--- config.mk ---
export PLATFORM = sky130hd
export DESIGN_NAME = markup_tag_tokenizer
export DESIGN_NICKNAME = d
export VERILOG_FILES = /design/src/rtl/mtt_pkg.sv /design/src/rtl/mtt_front.sv /design/src/rtl/mtt_queue.sv /design/src/rtl/mtt_scanner.sv /design/src/rtl/markup_tag_tokenizer.sv
export SDC_FILE = /design/constraint.sdc
export NUM_CORES = 1
export LEC_CHECK = 0
export BUFFER_PORTS_ARGS = -buffer_cell sky130_fd_sc_hd__buf_4
export CORE_ASPECT_RATIO = 0.7
export CORE_MARGIN = 5
export CORE_UTILIZATION = 30
export DETAILED_ROUTE_END_ITERATION = 10
export PLACE_DENSITY_LB_ADDON = 0.3
export SLEW_MARGIN = 20
export SYNTH_ARGS = -nofsm -noshare
export SYNTH_HDL_FRONTEND = slang
export SYNTH_SLANG_ARGS = --single-unit
--- constraint.sdc ---
create_clock -name clk -period 2.6 [get_ports clk]
set_input_delay 0.52 -clock clk [delete_from_list [all_inputs] [get_ports clk]]
set_output_delay 0.52 -clock clk [all_outputs]
set_load 0.02 [all_outputs]
--- src/rtl/mtt_pkg.sv ---
// shared types and codes for the markup tag tokenizer
// byte classes, queue entry, result beat, role and error codes; no dependencies
package mtt_pkg;

    localparam int QDEPTH = 2;
    localparam int QPTR_W = $clog2(QDEPTH);
    localparam int QCNT_W = $clog2(QDEPTH + 1);

    // byte classes seen by the scanner
    typedef enum logic [3:0] {
        CLS_OTHER,
        CLS_SPACE,
        CLS_LT,
        CLS_GT,
        CLS_SLASH,
        CLS_BANG,
        CLS_QMARK,
        CLS_EQ,
        CLS_QUOTE
    } cls_t;

    typedef enum logic [3:0] {
        ROLE_TEXT   = 4'd0,
        ROLE_DELIM  = 4'd1,
        ROLE_TNAME  = 4'd2,
        ROLE_ANAME  = 4'd3,
        ROLE_AVALUE = 4'd4,
        ROLE_COMM   = 4'd5,
        ROLE_INSTR  = 4'd6,
        ROLE_TSPACE = 4'd7,
        ROLE_NONE   = 4'd8
    } role_t;

    typedef enum logic [2:0] {
        ERR_NONE     = 3'd0,
        ERR_NO_QUOTE = 3'd1,
        ERR_BOTH     = 3'd2,
        ERR_SLASH    = 3'd3,
        ERR_LT_TAG   = 3'd4,
        ERR_EOF      = 3'd5
    } err_t;

    // one classified beat in the queue
    typedef struct packed {
        logic       mode;
        logic [7:0] data;
        cls_t       cls;
    } entry_t;

    // one result beat
    typedef struct packed {
        logic [7:0] byte_out;
        role_t      role;
        logic       run_start;
        logic       text_end;
        logic       tag_begin;
        logic       begin_closed;
        logic       attribute_end;
        logic       tag_finish;
        logic       finish_closed;
        logic       comment_done;
        logic       instr_done;
        err_t       error_code;
    } result_t;

endpackage

--- src/rtl/mtt_front.sv ---
// front end: accepts input beats and classifies each byte
// depends on mtt_pkg
module mtt_front (
    input  logic            in_valid,
    output logic            in_ready,
    input  logic            mode,
    input  logic [7:0]      byte_in,
    input  logic            q_full,
    output logic            push,
    output mtt_pkg::entry_t entry
);

    function automatic mtt_pkg::cls_t classify(input logic [7:0] b);
        mtt_pkg::cls_t c;
        unique case (b)
            8'h20, 8'h09, 8'h0d, 8'h0a: c = mtt_pkg::CLS_SPACE;
            8'h3c:                      c = mtt_pkg::CLS_LT;
            8'h3e:                      c = mtt_pkg::CLS_GT;
            8'h2f:                      c = mtt_pkg::CLS_SLASH;
            8'h21:                      c = mtt_pkg::CLS_BANG;
            8'h3f:                      c = mtt_pkg::CLS_QMARK;
            8'h3d:                      c = mtt_pkg::CLS_EQ;
            8'h22:                      c = mtt_pkg::CLS_QUOTE;
            default:                    c = mtt_pkg::CLS_OTHER;
        endcase
        return c;
    endfunction

    // accept whenever the queue has room
    assign in_ready   = !q_full;
    assign push       = in_valid && !q_full;
    assign entry.mode = mode;
    assign entry.data = byte_in;
    assign entry.cls  = classify(byte_in);

endmodule

--- src/rtl/mtt_queue.sv ---
// short queue between front and back, held in flip-flops
// depends on mtt_pkg
module mtt_queue (
    input  logic                       clk,
    input  logic                       rst_n,
    input  logic                       push,
    input  mtt_pkg::entry_t            push_entry,
    input  logic                       pop,
    output mtt_pkg::entry_t            head,
    output logic                       nonempty,
    output logic                       full,
    output logic [mtt_pkg::QCNT_W-1:0] count
);

    mtt_pkg::entry_t             store_reg [mtt_pkg::QDEPTH];
    logic [mtt_pkg::QPTR_W-1:0]  wr_ptr_reg, wr_ptr_next;
    logic [mtt_pkg::QPTR_W-1:0]  rd_ptr_reg, rd_ptr_next;
    logic [mtt_pkg::QCNT_W-1:0]  count_reg, count_next;

    assign head     = store_reg[rd_ptr_reg];
    assign nonempty = (count_reg != '0);
    assign full     = (count_reg == mtt_pkg::QCNT_W'(mtt_pkg::QDEPTH));
    assign count    = count_reg;

    // pointer and fill count update
    always_comb
    begin
        wr_ptr_next = wr_ptr_reg;
        rd_ptr_next = rd_ptr_reg;
        count_next  = count_reg;
        if (push)
        begin
            wr_ptr_next = (wr_ptr_reg == mtt_pkg::QPTR_W'(mtt_pkg::QDEPTH - 1))
                        ? '0 : wr_ptr_reg + 1'b1;
        end
        if (pop)
        begin
            rd_ptr_next = (rd_ptr_reg == mtt_pkg::QPTR_W'(mtt_pkg::QDEPTH - 1))
                        ? '0 : rd_ptr_reg + 1'b1;
        end
        if (push && !pop)
        begin
            count_next = count_reg + 1'b1;
        end
        else if (pop && !push)
        begin
            count_next = count_reg - 1'b1;
        end
    end

    always_ff @(posedge clk or negedge rst_n)
    begin
        if (!rst_n)
        begin
            wr_ptr_reg <= '0;
            rd_ptr_reg <= '0;
            count_reg  <= '0;
        end
        else
        begin
            wr_ptr_reg <= wr_ptr_next;
            rd_ptr_reg <= rd_ptr_next;
            count_reg  <= count_next;
        end
    end

    // entry storage, no reset
    always_ff @(posedge clk)
    begin
        if (push)
        begin
            store_reg[wr_ptr_reg] <= push_entry;
        end
    end

endmodule

--- src/rtl/mtt_scanner.sv ---
// back end: scan state machine and registered result beat
// depends on mtt_pkg
module mtt_scanner (
    input  logic             clk,
    input  logic             rst_n,
    input  mtt_pkg::entry_t  head,
    input  logic             nonempty,
    output logic             pop,
    output logic             out_valid,
    input  logic             out_ready,
    output mtt_pkg::result_t result
);

    typedef enum logic [3:0] {
        ST_TEXT, ST_LT, ST_NAME0, ST_NAME, ST_TSPACE, ST_ANAME, ST_EQ,
        ST_VALUE0, ST_VALUE, ST_SLASH, ST_COMMENT0, ST_COMMENT,
        ST_INSTR0, ST_INSTR, ST_INSTRQ
    } state_t;

    state_t           state_reg, state_next;
    logic             closing_reg, closing_next;
    logic             pending_reg, pending_next;
    mtt_pkg::err_t    sticky_reg, sticky_next;
    logic             out_valid_reg;
    mtt_pkg::result_t result_reg, r;

    logic             tspace;
    logic             is_name;
    mtt_pkg::err_t    fail_code;
    mtt_pkg::cls_t    c;

    // take a beat when the output register is free or being drained
    assign pop       = nonempty && (!out_valid_reg || out_ready);
    assign out_valid = out_valid_reg;
    assign result    = result_reg;

    assign c       = head.cls;
    assign is_name = !(c == mtt_pkg::CLS_SPACE || c == mtt_pkg::CLS_LT ||
                       c == mtt_pkg::CLS_GT || c == mtt_pkg::CLS_SLASH);

    // next state and result for the head beat
    always_comb
    begin
        state_next   = state_reg;
        closing_next = closing_reg;
        pending_next = pending_reg;
        sticky_next  = sticky_reg;
        r            = '0;
        r.role       = mtt_pkg::ROLE_NONE;
        r.error_code = mtt_pkg::ERR_NONE;
        tspace       = 1'b0;
        fail_code    = mtt_pkg::ERR_NONE;

        if (head.mode)
        begin
            // end of document
            if (sticky_reg != mtt_pkg::ERR_NONE)
            begin
                r.error_code = sticky_reg;
            end
            else if (state_reg != ST_TEXT)
            begin
                r.error_code = mtt_pkg::ERR_EOF;
            end
            else
            begin
                r.text_end = pending_reg;
            end
            state_next   = ST_TEXT;
            closing_next = 1'b0;
            pending_next = 1'b0;
            sticky_next  = mtt_pkg::ERR_NONE;
        end
        else
        begin
            r.byte_out = head.data;
            if (sticky_reg != mtt_pkg::ERR_NONE)
            begin
                r.error_code = sticky_reg;
            end
            else
            begin
                unique case (state_reg)
                    ST_LT:
                    begin
                        if (c == mtt_pkg::CLS_SLASH)
                        begin
                            closing_next = 1'b1;
                            r.role       = mtt_pkg::ROLE_DELIM;
                            state_next   = ST_NAME0;
                        end
                        else if (c == mtt_pkg::CLS_BANG)
                        begin
                            r.role     = mtt_pkg::ROLE_DELIM;
                            state_next = ST_COMMENT0;
                        end
                        else if (c == mtt_pkg::CLS_QMARK)
                        begin
                            r.role     = mtt_pkg::ROLE_DELIM;
                            state_next = ST_INSTR0;
                        end
                        else if (is_name)
                        begin
                            r.role      = mtt_pkg::ROLE_TNAME;
                            r.run_start = 1'b1;
                            state_next  = ST_NAME;
                        end
                        else
                        begin
                            r.tag_begin = 1'b1;
                            tspace      = 1'b1;
                        end
                    end
                    ST_NAME0, ST_NAME:
                    begin
                        if (is_name)
                        begin
                            r.role      = mtt_pkg::ROLE_TNAME;
                            r.run_start = (state_reg == ST_NAME0);
                            state_next  = ST_NAME;
                        end
                        else
                        begin
                            r.tag_begin = 1'b1;
                            tspace      = 1'b1;
                        end
                    end
                    ST_TSPACE:
                    begin
                        tspace = 1'b1;
                    end
                    ST_ANAME:
                    begin
                        if (c == mtt_pkg::CLS_EQ)
                        begin
                            r.role     = mtt_pkg::ROLE_DELIM;
                            state_next = ST_EQ;
                        end
                        else if (c == mtt_pkg::CLS_LT)
                        begin
                            fail_code = mtt_pkg::ERR_LT_TAG;
                        end
                        else
                        begin
                            r.role = mtt_pkg::ROLE_ANAME;
                        end
                    end
                    ST_EQ:
                    begin
                        if (c == mtt_pkg::CLS_QUOTE)
                        begin
                            r.role     = mtt_pkg::ROLE_DELIM;
                            state_next = ST_VALUE0;
                        end
                        else
                        begin
                            fail_code = mtt_pkg::ERR_NO_QUOTE;
                        end
                    end
                    ST_VALUE0, ST_VALUE:
                    begin
                        if (c == mtt_pkg::CLS_QUOTE)
                        begin
                            r.role          = mtt_pkg::ROLE_DELIM;
                            r.attribute_end = 1'b1;
                            state_next      = ST_TSPACE;
                        end
                        else
                        begin
                            r.role      = mtt_pkg::ROLE_AVALUE;
                            r.run_start = (state_reg == ST_VALUE0);
                            state_next  = ST_VALUE;
                        end
                    end
                    ST_SLASH:
                    begin
                        if (c == mtt_pkg::CLS_GT)
                        begin
                            r.role          = mtt_pkg::ROLE_DELIM;
                            r.tag_finish    = 1'b1;
                            r.finish_closed = 1'b1;
                            state_next      = ST_TEXT;
                        end
                        else
                        begin
                            fail_code = mtt_pkg::ERR_SLASH;
                        end
                    end
                    ST_COMMENT0, ST_COMMENT:
                    begin
                        if (c == mtt_pkg::CLS_GT)
                        begin
                            r.role         = mtt_pkg::ROLE_DELIM;
                            r.comment_done = 1'b1;
                            state_next     = ST_TEXT;
                        end
                        else
                        begin
                            r.role      = mtt_pkg::ROLE_COMM;
                            r.run_start = (state_reg == ST_COMMENT0);
                            state_next  = ST_COMMENT;
                        end
                    end
                    ST_INSTRQ:
                    begin
                        if (c == mtt_pkg::CLS_GT)
                        begin
                            r.role       = mtt_pkg::ROLE_DELIM;
                            r.instr_done = 1'b1;
                            state_next   = ST_TEXT;
                        end
                        else
                        begin
                            r.role     = mtt_pkg::ROLE_INSTR;
                            state_next = (c == mtt_pkg::CLS_QMARK) ? ST_INSTRQ : ST_INSTR;
                        end
                    end
                    ST_INSTR0, ST_INSTR:
                    begin
                        r.role      = mtt_pkg::ROLE_INSTR;
                        r.run_start = (state_reg == ST_INSTR0);
                        state_next  = (c == mtt_pkg::CLS_QMARK) ? ST_INSTRQ : ST_INSTR;
                    end
                    default:
                    begin
                        // text
                        if (c == mtt_pkg::CLS_LT)
                        begin
                            r.text_end   = pending_reg;
                            pending_next = 1'b0;
                            closing_next = 1'b0;
                            r.role       = mtt_pkg::ROLE_DELIM;
                            state_next   = ST_LT;
                        end
                        else
                        begin
                            r.role       = mtt_pkg::ROLE_TEXT;
                            r.run_start  = !pending_reg;
                            pending_next = 1'b1;
                            state_next   = ST_TEXT;
                        end
                    end
                endcase

                // byte between tag name or attributes and the tag end
                if (tspace)
                begin
                    priority case (c)
                        mtt_pkg::CLS_SPACE:
                        begin
                            r.role     = mtt_pkg::ROLE_TSPACE;
                            state_next = ST_TSPACE;
                        end
                        mtt_pkg::CLS_GT:
                        begin
                            r.role       = mtt_pkg::ROLE_DELIM;
                            r.tag_finish = 1'b1;
                            state_next   = ST_TEXT;
                        end
                        mtt_pkg::CLS_SLASH:
                        begin
                            if (closing_reg)
                            begin
                                fail_code = mtt_pkg::ERR_BOTH;
                            end
                            else
                            begin
                                r.role     = mtt_pkg::ROLE_DELIM;
                                state_next = ST_SLASH;
                            end
                        end
                        mtt_pkg::CLS_LT:
                        begin
                            fail_code = mtt_pkg::ERR_LT_TAG;
                        end
                        mtt_pkg::CLS_EQ:
                        begin
                            r.role     = mtt_pkg::ROLE_DELIM;
                            state_next = ST_EQ;
                        end
                        default:
                        begin
                            r.role      = mtt_pkg::ROLE_ANAME;
                            r.run_start = 1'b1;
                            state_next  = ST_ANAME;
                        end
                    endcase
                end

                // error byte: the begin flag of a name that just ended stays
                if (fail_code != mtt_pkg::ERR_NONE)
                begin
                    sticky_next  = fail_code;
                    state_next   = ST_TEXT;
                    pending_next = 1'b0;
                    r.role       = mtt_pkg::ROLE_NONE;
                    r.error_code = fail_code;
                end

                if (r.tag_begin || r.tag_finish)
                begin
                    r.begin_closed = closing_next;
                end
            end
        end
    end

    // scan state, output valid and result beat payload
    always_ff @(posedge clk or negedge rst_n)
    begin
        if (!rst_n)
        begin
            state_reg     <= ST_TEXT;
            closing_reg   <= 1'b0;
            pending_reg   <= 1'b0;
            sticky_reg    <= mtt_pkg::ERR_NONE;
            out_valid_reg <= 1'b0;
            result_reg    <= '0;
        end
        else
        begin
            if (pop)
            begin
                state_reg   <= state_next;
                closing_reg <= closing_next;
                pending_reg <= pending_next;
                sticky_reg  <= sticky_next;
                result_reg  <= r;
            end
            if (pop)
            begin
                out_valid_reg <= 1'b1;
            end
            else if (out_ready)
            begin
                out_valid_reg <= 1'b0;
            end
        end
    end

endmodule

--- src/rtl/markup_tag_tokenizer.sv ---
// Streaming markup tokenizer, one byte per beat at a sustained rate of one
// beat per cycle while no back-pressure holds it. Each input beat (a
// document byte, or an end-of-document beat) yields exactly one result
// beat carrying the byte's role, the event flags that complete there and
// a sticky error code that the end beat reports and clears. An accepted
// beat is written to the queue, then popped into the output register,
// where it becomes valid: the front classifies the byte into a two-entry
// queue, the back runs the scan state machine, one transition per popped
// beat, into that register. Back-pressure on the result side fills the
// queue before the input side stalls.
// depends on mtt_pkg, mtt_front, mtt_queue, mtt_scanner
module markup_tag_tokenizer (
    input  logic       clk,
    input  logic       rst_n,
    input  logic       in_valid,
    output logic       in_ready,
    input  logic       mode,
    input  logic [7:0] byte_in,
    output logic       out_valid,
    input  logic       out_ready,
    output logic [7:0] byte_out,
    output logic [3:0] role,
    output logic       run_start,
    output logic       text_end,
    output logic       tag_begin,
    output logic       begin_closed,
    output logic       attribute_end,
    output logic       tag_finish,
    output logic       finish_closed,
    output logic       comment_done,
    output logic       instr_done,
    output logic [2:0] error_code
);

    logic                       push;
    logic                       pop;
    logic                       q_full;
    logic                       q_nonempty;
    logic [mtt_pkg::QCNT_W-1:0] q_count;
    mtt_pkg::entry_t            push_entry;
    mtt_pkg::entry_t            head;
    mtt_pkg::result_t           res;

    mtt_front u_front (
        .in_valid (in_valid),
        .in_ready (in_ready),
        .mode     (mode),
        .byte_in  (byte_in),
        .q_full   (q_full),
        .push     (push),
        .entry    (push_entry)
    );

    mtt_queue u_queue (
        .clk        (clk),
        .rst_n      (rst_n),
        .push       (push),
        .push_entry (push_entry),
        .pop        (pop),
        .head       (head),
        .nonempty   (q_nonempty),
        .full       (q_full),
        .count      (q_count)
    );

    mtt_scanner u_scanner (
        .clk       (clk),
        .rst_n     (rst_n),
        .head      (head),
        .nonempty  (q_nonempty),
        .pop       (pop),
        .out_valid (out_valid),
        .out_ready (out_ready),
        .result    (res)
    );

    // unpack the result beat
    assign byte_out      = res.byte_out;
    assign role          = res.role;
    assign run_start     = res.run_start;
    assign text_end      = res.text_end;
    assign tag_begin     = res.tag_begin;
    assign begin_closed  = res.begin_closed;
    assign attribute_end = res.attribute_end;
    assign tag_finish    = res.tag_finish;
    assign finish_closed = res.finish_closed;
    assign comment_done  = res.comment_done;
    assign instr_done    = res.instr_done;
    assign error_code    = res.error_code;

    // queue never overfills
    a_queue_bound: assert property (@(posedge clk) disable iff (!rst_n)
        q_count <= mtt_pkg::QCNT_W'(mtt_pkg::QDEPTH))
        else $error("queue count beyond depth");

    // closed-begin flag only with a begin or finish event
    a_bclosed: assert property (@(posedge clk) disable iff (!rst_n)
        out_valid && begin_closed |-> tag_begin || tag_finish)
        else $error("begin_closed without tag event");

    // self-closed flag only with a finish event
    a_fclosed: assert property (@(posedge clk) disable iff (!rst_n)
        out_valid && finish_closed |-> tag_finish)
        else $error("finish_closed without tag_finish");

    // an input beat lands in the queue the next cycle
    a_push_seen: assert property (@(posedge clk) disable iff (!rst_n)
        in_valid && in_ready |=> q_nonempty)
        else $error("accepted beat missing from queue");

endmodule

# After elaboration in Yosys (flattened, before gate mapping)
# Memory sizes are Yosys's and may differ from the RTL's.
# Cells that the tools add are included.
[op_classes]
n_addsub = 4
reduce_logical = 34
muxes = 120
eq_ne = 36
[op_table]
columns = ["operator", "n"]
rows = [
  ["2-to-1 mux 4 bit", 24],
  ["one-hot mux 4 bit (10 select lines)", 2],
  ["equality test 8 x 6 -> 1 bit, second input constant", 8],
  ["2-to-1 mux 5 bit", 12],
  ["2-to-1 mux 3 bit", 17],
  ["2-to-1 mux 1 bit", 47],
  ["equality test 4 x 3 -> 1 bit, second input constant", 8],
  ["equality test 4 bit, second input constant", 8],
  ["one-hot mux 4 bit (8 select lines)", 1],
  ["2-to-1 mux 13 bit", 2],
  ["equality test 8 x 4 -> 1 bit, second input constant", 3],
  ["one-hot mux 4 bit (5 select lines)", 1],
  ["equality test 4 x 2 -> 1 bit, second input constant", 4],
  ["one-hot mux 4 bit (4 select lines)", 1],
  ["OR reduction 14 bit", 1],
  ["OR reduction 13 bit", 1],
  ["2-to-1 mux 2 bit", 6],
  ["OR reduction 2 bit", 5],
  ["OR reduction 5 bit", 2],
  ["one-hot mux 3 bit (3 select lines)", 1],
  ["equality test 4 x 1 -> 1 bit, second input constant", 2],
  ["nonzero test 2 bit", 4],
  ["2-to-1 mux 7 bit", 1],
  ["one-hot mux 1 bit (6 select lines)", 1],
  ["other kinds (17)", 32],
]
[totals]
mem_bits_rw = 26
register_bits = 38
out_inout_bits = 26
n_memories = 1
in_bits = 13
word_cells = 215
[memory_table]
columns = ["memory", "depth", "word_bits", "rd", "rd_ports_with_merged_regs", "wr", "line", "source"]
rows = [
  ["u_queue.store_reg", 2, 13, 1, 0, 1, "mtt_queue.sv:15", "mtt_pkg::entry_t store_reg [mtt_pkg::QDEPTH];"],
]

# Logic depth before layout (Yosys ltp)
# An unclocked memory read counts as a cell.
[logic_depth]
ltp_word = 22
ltp_mapped = 9

# Modules after synthesis
# A second synthesis with hierarchy kept.
[unflattened]
cells_unflattened = 379
hier_area_um2 = 3764.9
[by_module_without_submodules]
columns = ["mod", "n_inst", "cells_per_inst", "area_per_inst_um2", "seq_area_each_um2"]
rows = [
  ["mtt_scanner", 1, 295, 2441.1, 850.8],
  ["mtt_queue", 1, 56, 1127.3, 880.8],
  ["mtt_front", 1, 28, 196.4, 0.0],
]

# Worst setup path after synthesis
# OpenSTA, ideal clock, no wires.
[synth_path]
path_kind = "reg-to-reg"
from = "reg u_queue.rd_ptr_reg"
to = "reg u_scanner.result_reg, in the netlist u_scanner.result[13]"
synth_period_minus_slack_ns = 2.254
stages_incl_launch_ff = 9
n_path_buf = 1
t_required_ns = 2.479
slack_ns = 0.346
t_arrival_ns = 2.133
setup_ns = 0.121
path_cell_list = "dfrtp_1 -> buf_6 -> or3_4 -> and2_4 -> mux2i_4 -> a21o_1 -> a32o_1 -> a2111o_1 -> a22o_1"
[synth_between]
elab_chain_cells = 22
word_cells_on_any_way = 55
cone_classes = "8 x eq/ne; 41 x mux; 5 x reduce/logical; 1 x memory"
[synth_lines]
columns = ["element", "line", "source"]
rows = [
  ["from (decl)", "mtt_queue.sv:17", "logic [mtt_pkg::QPTR_W-1:0] rd_ptr_reg, rd_ptr_next;"],
  ["from (signal assigned)", "mtt_queue.sv:62", "rd_ptr_reg <= rd_ptr_next;"],
  ["memory read (2 x 13 bit) *", "--", ""],
  ["equality test 4 x 1 -> 1 bit or equality test 4 x 2 -> 1 bit (tied branches)", "mtt_scanner.sv:38, mtt_scanner.sv:248, mtt_scanner.sv:139", ""],
  ["logical OR 1 bit (2 in a row)", "mtt_scanner.sv:38", "assign is_name = !(c == mtt_pkg::CLS_SPACE || c == mtt_pkg::CLS_LT ||"],
  ["logical OR 1 bit", "mtt_scanner.sv:39", "c == mtt_pkg::CLS_GT || c == mtt_pkg::CLS_SLASH);"],
  ["2-to-1 mux 5 bit", "mtt_scanner.sv:102", "else if (is_name)"],
  ["2-to-1 mux 5 bit", "mtt_scanner.sv:97", "else if (c == mtt_pkg::CLS_QMARK)"],
  ["2-to-1 mux 5 bit", "mtt_scanner.sv:92", "else if (c == mtt_pkg::CLS_BANG)"],
  ["2-to-1 mux 5 bit", "mtt_scanner.sv:86", "if (c == mtt_pkg::CLS_SLASH)"],
  ["(+5 left out)", "--", ""],
  ["2-to-1 mux 4 bit", "mtt_scanner.sv:86", ""],
  ["one-hot mux 4 bit (10 select lines)", "mtt_scanner.sv:83", "unique case (state_reg)"],
  ["2-to-1 mux 4 bit", "mtt_scanner.sv:262", "if (closing_reg)"],
  ["one-hot mux 4 bit (4 select lines)", "mtt_scanner.sv:248", "priority case (c)"],
  ["2-to-1 mux 5 bit", "mtt_scanner.sv:246", "if (tspace)"],
  ["2-to-1 mux 4 bit", "mtt_scanner.sv:291", "if (fail_code != mtt_pkg::ERR_NONE)"],
  ["2-to-1 mux 13 bit", "mtt_scanner.sv:77", "if (sticky_reg != mtt_pkg::ERR_NONE)"],
  ["2-to-1 mux 13 bit *", "mtt_scanner.sv:54", "if (head.mode)"],
  ["to (signal assigned)", "mtt_scanner.sv:328", "result_reg <= r;"],
  ["to (decl)", "mtt_scanner.sv:25", "mtt_pkg::result_t result_reg, r;"],
]
# Mark *: on every way between the ends. The rest lies on a longest branch, timed or not. The select of a mux whose other input is x is not followed.
# A chain may end at the register's enable or synchronous reset.

# Final worst setup path
[layout_path]
from = "reg u_queue.rd_ptr_reg"
to = "reg u_scanner.state_reg[0]"
[layout_between]
elab_chain_cells = 19
word_cells_on_any_way = 50
cone_classes = "9 x eq/ne; 35 x mux; 5 x reduce/logical; 1 x memory"
[layout_lines]
columns = ["element", "line", "source"]
rows = [
  ["memory read (2 x 13 bit) *", "--", ""],
  ["equality test 4 x 1 -> 1 bit or equality test 4 x 2 -> 1 bit (tied branches)", "--", ""],
  ["logical OR 1 bit (2 in a row)", "mtt_scanner.sv:38", ""],
  ["logical OR 1 bit", "mtt_scanner.sv:39", ""],
  ["2-to-1 mux 1 bit", "mtt_scanner.sv:102, mtt_scanner.sv:116", ""],
  ["2-to-1 mux 1 bit", "mtt_scanner.sv:97", ""],
  ["2-to-1 mux 1 bit", "mtt_scanner.sv:92", ""],
  ["2-to-1 mux 1 bit", "mtt_scanner.sv:86", ""],
  ["(+2 left out)", "--", ""],
  ["2-to-1 mux 1 bit", "mtt_scanner.sv:54", ""],
  ["2-to-1 mux 3 bit", "mtt_scanner.sv:246", ""],
  ["2-to-1 mux 3 bit", "mtt_scanner.sv:77", ""],
  ["2-to-1 mux 3 bit", "mtt_scanner.sv:54", ""],
  ["nonzero test 3 bit", "mtt_scanner.sv:291", ""],
  ["2-to-1 mux 4 bit", "mtt_scanner.sv:291", ""],
  ["2-to-1 mux 4 bit", "mtt_scanner.sv:77", ""],
  ["2-to-1 mux 4 bit", "mtt_scanner.sv:54", ""],
  ["to (signal assigned)", "mtt_scanner.sv:324", "state_reg <= state_next;"],
  ["to (decl)", "mtt_scanner.sv:20", "state_t state_reg, state_next;"],
]
# Marks and branches as above.

==> impl_results.md <==
- Layout cells sized above 1: 22.91%
- Gate power share: 41.9%
- P_int: 0.003011 W
- Clock buffer depth: 2
- Mapped Nets: 361
- CORE AREA: 0.01160 mm2
- CTS clk-pin slew, worst paths: 50 ps
- Clk root buf: clkbuf_16
- Largest cells by area after synthesis: dfrtp_1, edfxtp_1, nand2_1, mux2i_1, o21ai_0
- Starting density of the core: 30.31%
- First-pass GRT wire length: 15.64 mm
- DP HPWL: 6.920 mm
- Number of global-route vias before repair: 2,824
- Synth warn: 0
- Yosys top cell by area: dfrtp_1
- Post-synth top flop: dfrtp_1
- Buf+Inv Stages, Crit Path: 1
- Cell Chain, Critical Path: buf_4 > or4bb_1 > a21oi_1 > a21oi_1 > o211ai_1 > nand4_1 > a221oi_1 > a211oi_2
- Crit path top cell by count: a21oi_1
- Peak supply drop: 0.4791 mV
- Setup TNS: 0 ps
- Critical path fanouts, max: 17
- Most frequent cells in the layout: buf_4, nand2_1, dfrtp_1, nor2_1, edfxtp_1
- Post-synth EDFFs: 26
- Area Growth Syn to Fin: 24.90%
- Rel. slew slack: 55.92%
- CP max stage cell: or4bb_1
- Initial DRC count: 205
- Nets@finish: 415
- Via-to-Cell Ratio: 5.156
- GRT Overall Usage: 13.99%
- Post-Layout Cell Count: 563
- Final ANT Viol Nets: 0
- Critical path launch point type: flip-flop
- Initial antenna violation count: 0
- DIE HEIGHT: 100.6 um
- Fin worst setup slack: 156.5 ps
- Register-to-Register Path Depth: 8
- First-pass detailed-route iteration total: 4
- Gr ovfl total: 0
- DP Cell Count: 546
- Tightest Hold Check Type: input port to asynchronous set/reset pin
- Max Clk Rate: 409.3 MHz
- Mapped Cells: 347
- CP Data Required Time: 2800 ps
- P_sw: 0.001831 W
- #FFs+latches synth: 64
- Final setup viols: 0
- Fin. Hold Viols: 0
- Largest net degree at the start of global routing: 39
- Synth top area share: 27.04%
- Yosys cell types: 72
- Share of flip-flops with an asynchronous set or reset: 59.38%
- Minimum clock period: 2443 ps
- Port-buffer cells: 38
- R2R setup slack: 160 ps
- CP top delay family: compound AO/OA/AOI/OAI gates
- CP Data Arrival Time: 2650 ps
- CP endpoint kind: flip-flop
- Clock skew: 6.742 ps
- Hold_buf cts: 0
- Wire per inst: 16.58 um
- Tcrit/Tclk final: 93.98%
- Via count: 2,903
- Sw Share: 37.81%
- Power Dens Cells: 1102 mW/mm2
- Drt drc: 0
- Total Wirelength: 9.337 mm
- Outcome: finished clean
- Clk_lat worst skew: 330 ps
- RSZ-0062 raised after global routing: false
- Max FFs per register: 26
- Final Max Slew Viols: 0
- Max-Cap Viols: 0
- Crit-path max cell delay: 510 ps
- I/O pin count: 39
- CTS Buf Count: 9
- Seq/Total Area, Yosys: 49.24%
- Total die area: 0.01402 mm2
- Crit path kind: flip-flop to flip-flop
- Sequential share of power: 31.5%
- Reg-to-reg startpoint: u_queue.rd_ptr_reg
- Ant diodes: 0
- Clock Sinks: 64
- Num rows: 33
- Most common cell after layout, fill and taps aside: buf_4
- Area of the mapped netlist: 0.003517 mm2
- Reg2reg end: u_scanner.state_reg[0]
- CTS tree: built
- H-tree levels: 3
- Clk pwr share: 26.6%
- Leak Pwr: 1.821 nW
- Worst-margin pin slew: 661.2 ps
- Placer Congestion: 0.9347
- Pre-CTS WS: 103.0 ps
- Avg Inst Size Synth: 10.14 um2
- Die X: 139.4 um
-- cell usage after synthesis (all sizes together), types with 4 or more instances --
master  number
a21o         6
a21oi       15
a22o         8
and2         6
buf          5
clkbuf       9
dfrtp       38
edfxtp      26
inv          7
mux2         4
mux2i       14
nand2       44
nand2b       9
nand3        6
nand3b       4
nor2        30
nor3        10
o211ai       4
o21ai       32
o22ai        5
-- power by group through the flow --
| stage | sequential [W] | clock [W] | combinational, W |
|---|---|---|---|
| after global routing | 0.00157 | 0.00135 | 0.00222 |
| after floorplan | 0.00159 | 0 | 0.00129 |
| after detailed placement | 0.00155 | 0 | 0.00201 |
| final | 0.00152 | 0.00129 | 0.00203 |
| after global placement | 0.00153 | 0 | 0.00200 |
| after CTS | 0.00153 | 0.00131 | 0.00202 |
-- worst max-delay path by stage --
| stage | start | end | slack [ps] | depth (start not counted) |
|---|---|---|---|---|
| final | u_queue.rd_ptr_reg | u_scanner.state_reg[0] | 160 | 8 |
| after global routing | u_queue.rd_ptr_reg | u_scanner.state_reg[0] | 8 | 9 |
| after CTS | u_queue.rd_ptr_reg | u_scanner.result[13] | 90 | 7 |
| after detailed placement | u_queue.rd_ptr_reg | u_scanner.result[13] | 100 | 7 |
| after global placement | u_queue.rd_ptr_reg | u_scanner.state_reg[0] | 150 | 9 |
| after floorplan | u_queue.rd_ptr_reg | u_scanner.result[13] | 350 | 8 |
-- stage by stage --
stage / area (um2) / util [%] / hold WS (ps) / power (W)
final: 4393 / 37.86 / 167.8 / 0.004841
after detailed placement: 4063 / 35.02 / 482.6 / 0.003552
after CTS: 4384 / 37.79 / 175.8 / 0.004858
after global routing: 4393 / 37.86 / 199.1 / 0.005139
after floorplan: 3517 / - / 224.4 / 0.002877
after global placement: 4063 / 35.02 / 476.9 / 0.003535
-- cell type report --
| cell class | instances | area (um2) |
|---|---|---|
| flip-flops and latches | 64 | 1733 |
| well taps | 157 | 196.4 |
| clock inverters | 6 | 92.59 |
| inverters | 9 | 33.78 |
| clock buffers | 10 | 229.0 |
| fillers | 1160 | 7209 |
| repair buffers | 57 | 427.9 |
| multi-input cells | 260 | 1680 |
-- worst register-to-register path: cells and delay by family (launching register included) --
family | cells | cell delay, ps
DFF | 1 | 490
buffers and inverters | 1 | 160
AOI/OAI and AO/OA | 5 | 980
and+or+nand+nor | 2 | 690
-- repair_timing --
| item | in CTS | in global routing |
|---|---|---|
| endpoints found under the setup margin | 0 | 9 |
| resized for setup | 0 | 1 |
| setup buffers | 0 | 1 |
-- logic make-up (layout without fill, tap and decap cells) --
group           count (synthesis)  in the layout  share of synthesized area (%)
xor+xnor                        5              5                          1.245
mux                            18             18                          5.727
simple gates                  135            135                          19.92
compound gates                101            101                          20.53
flops                          64             64                          49.24
buf+inv                        23             82                          2.988
fa+ha+maj                       1              1                         0.3557
-- routing by layer --
| metal | GRT usage (%) | up-vias | wire length [um] |
|---|---|---|---|
| met3 | 4.030 | 7 | 703 |
| li1 | - | 1405 | - |
| met4 | 3.985 | 0 | 93 |
| met1 | 20.09 | 1406 | 4535 |
| met2 | 20.60 | 85 | 4004 |
| met5 | 0 | - | 0 |
No activity file was read; power rests on OpenSTA's default activity.
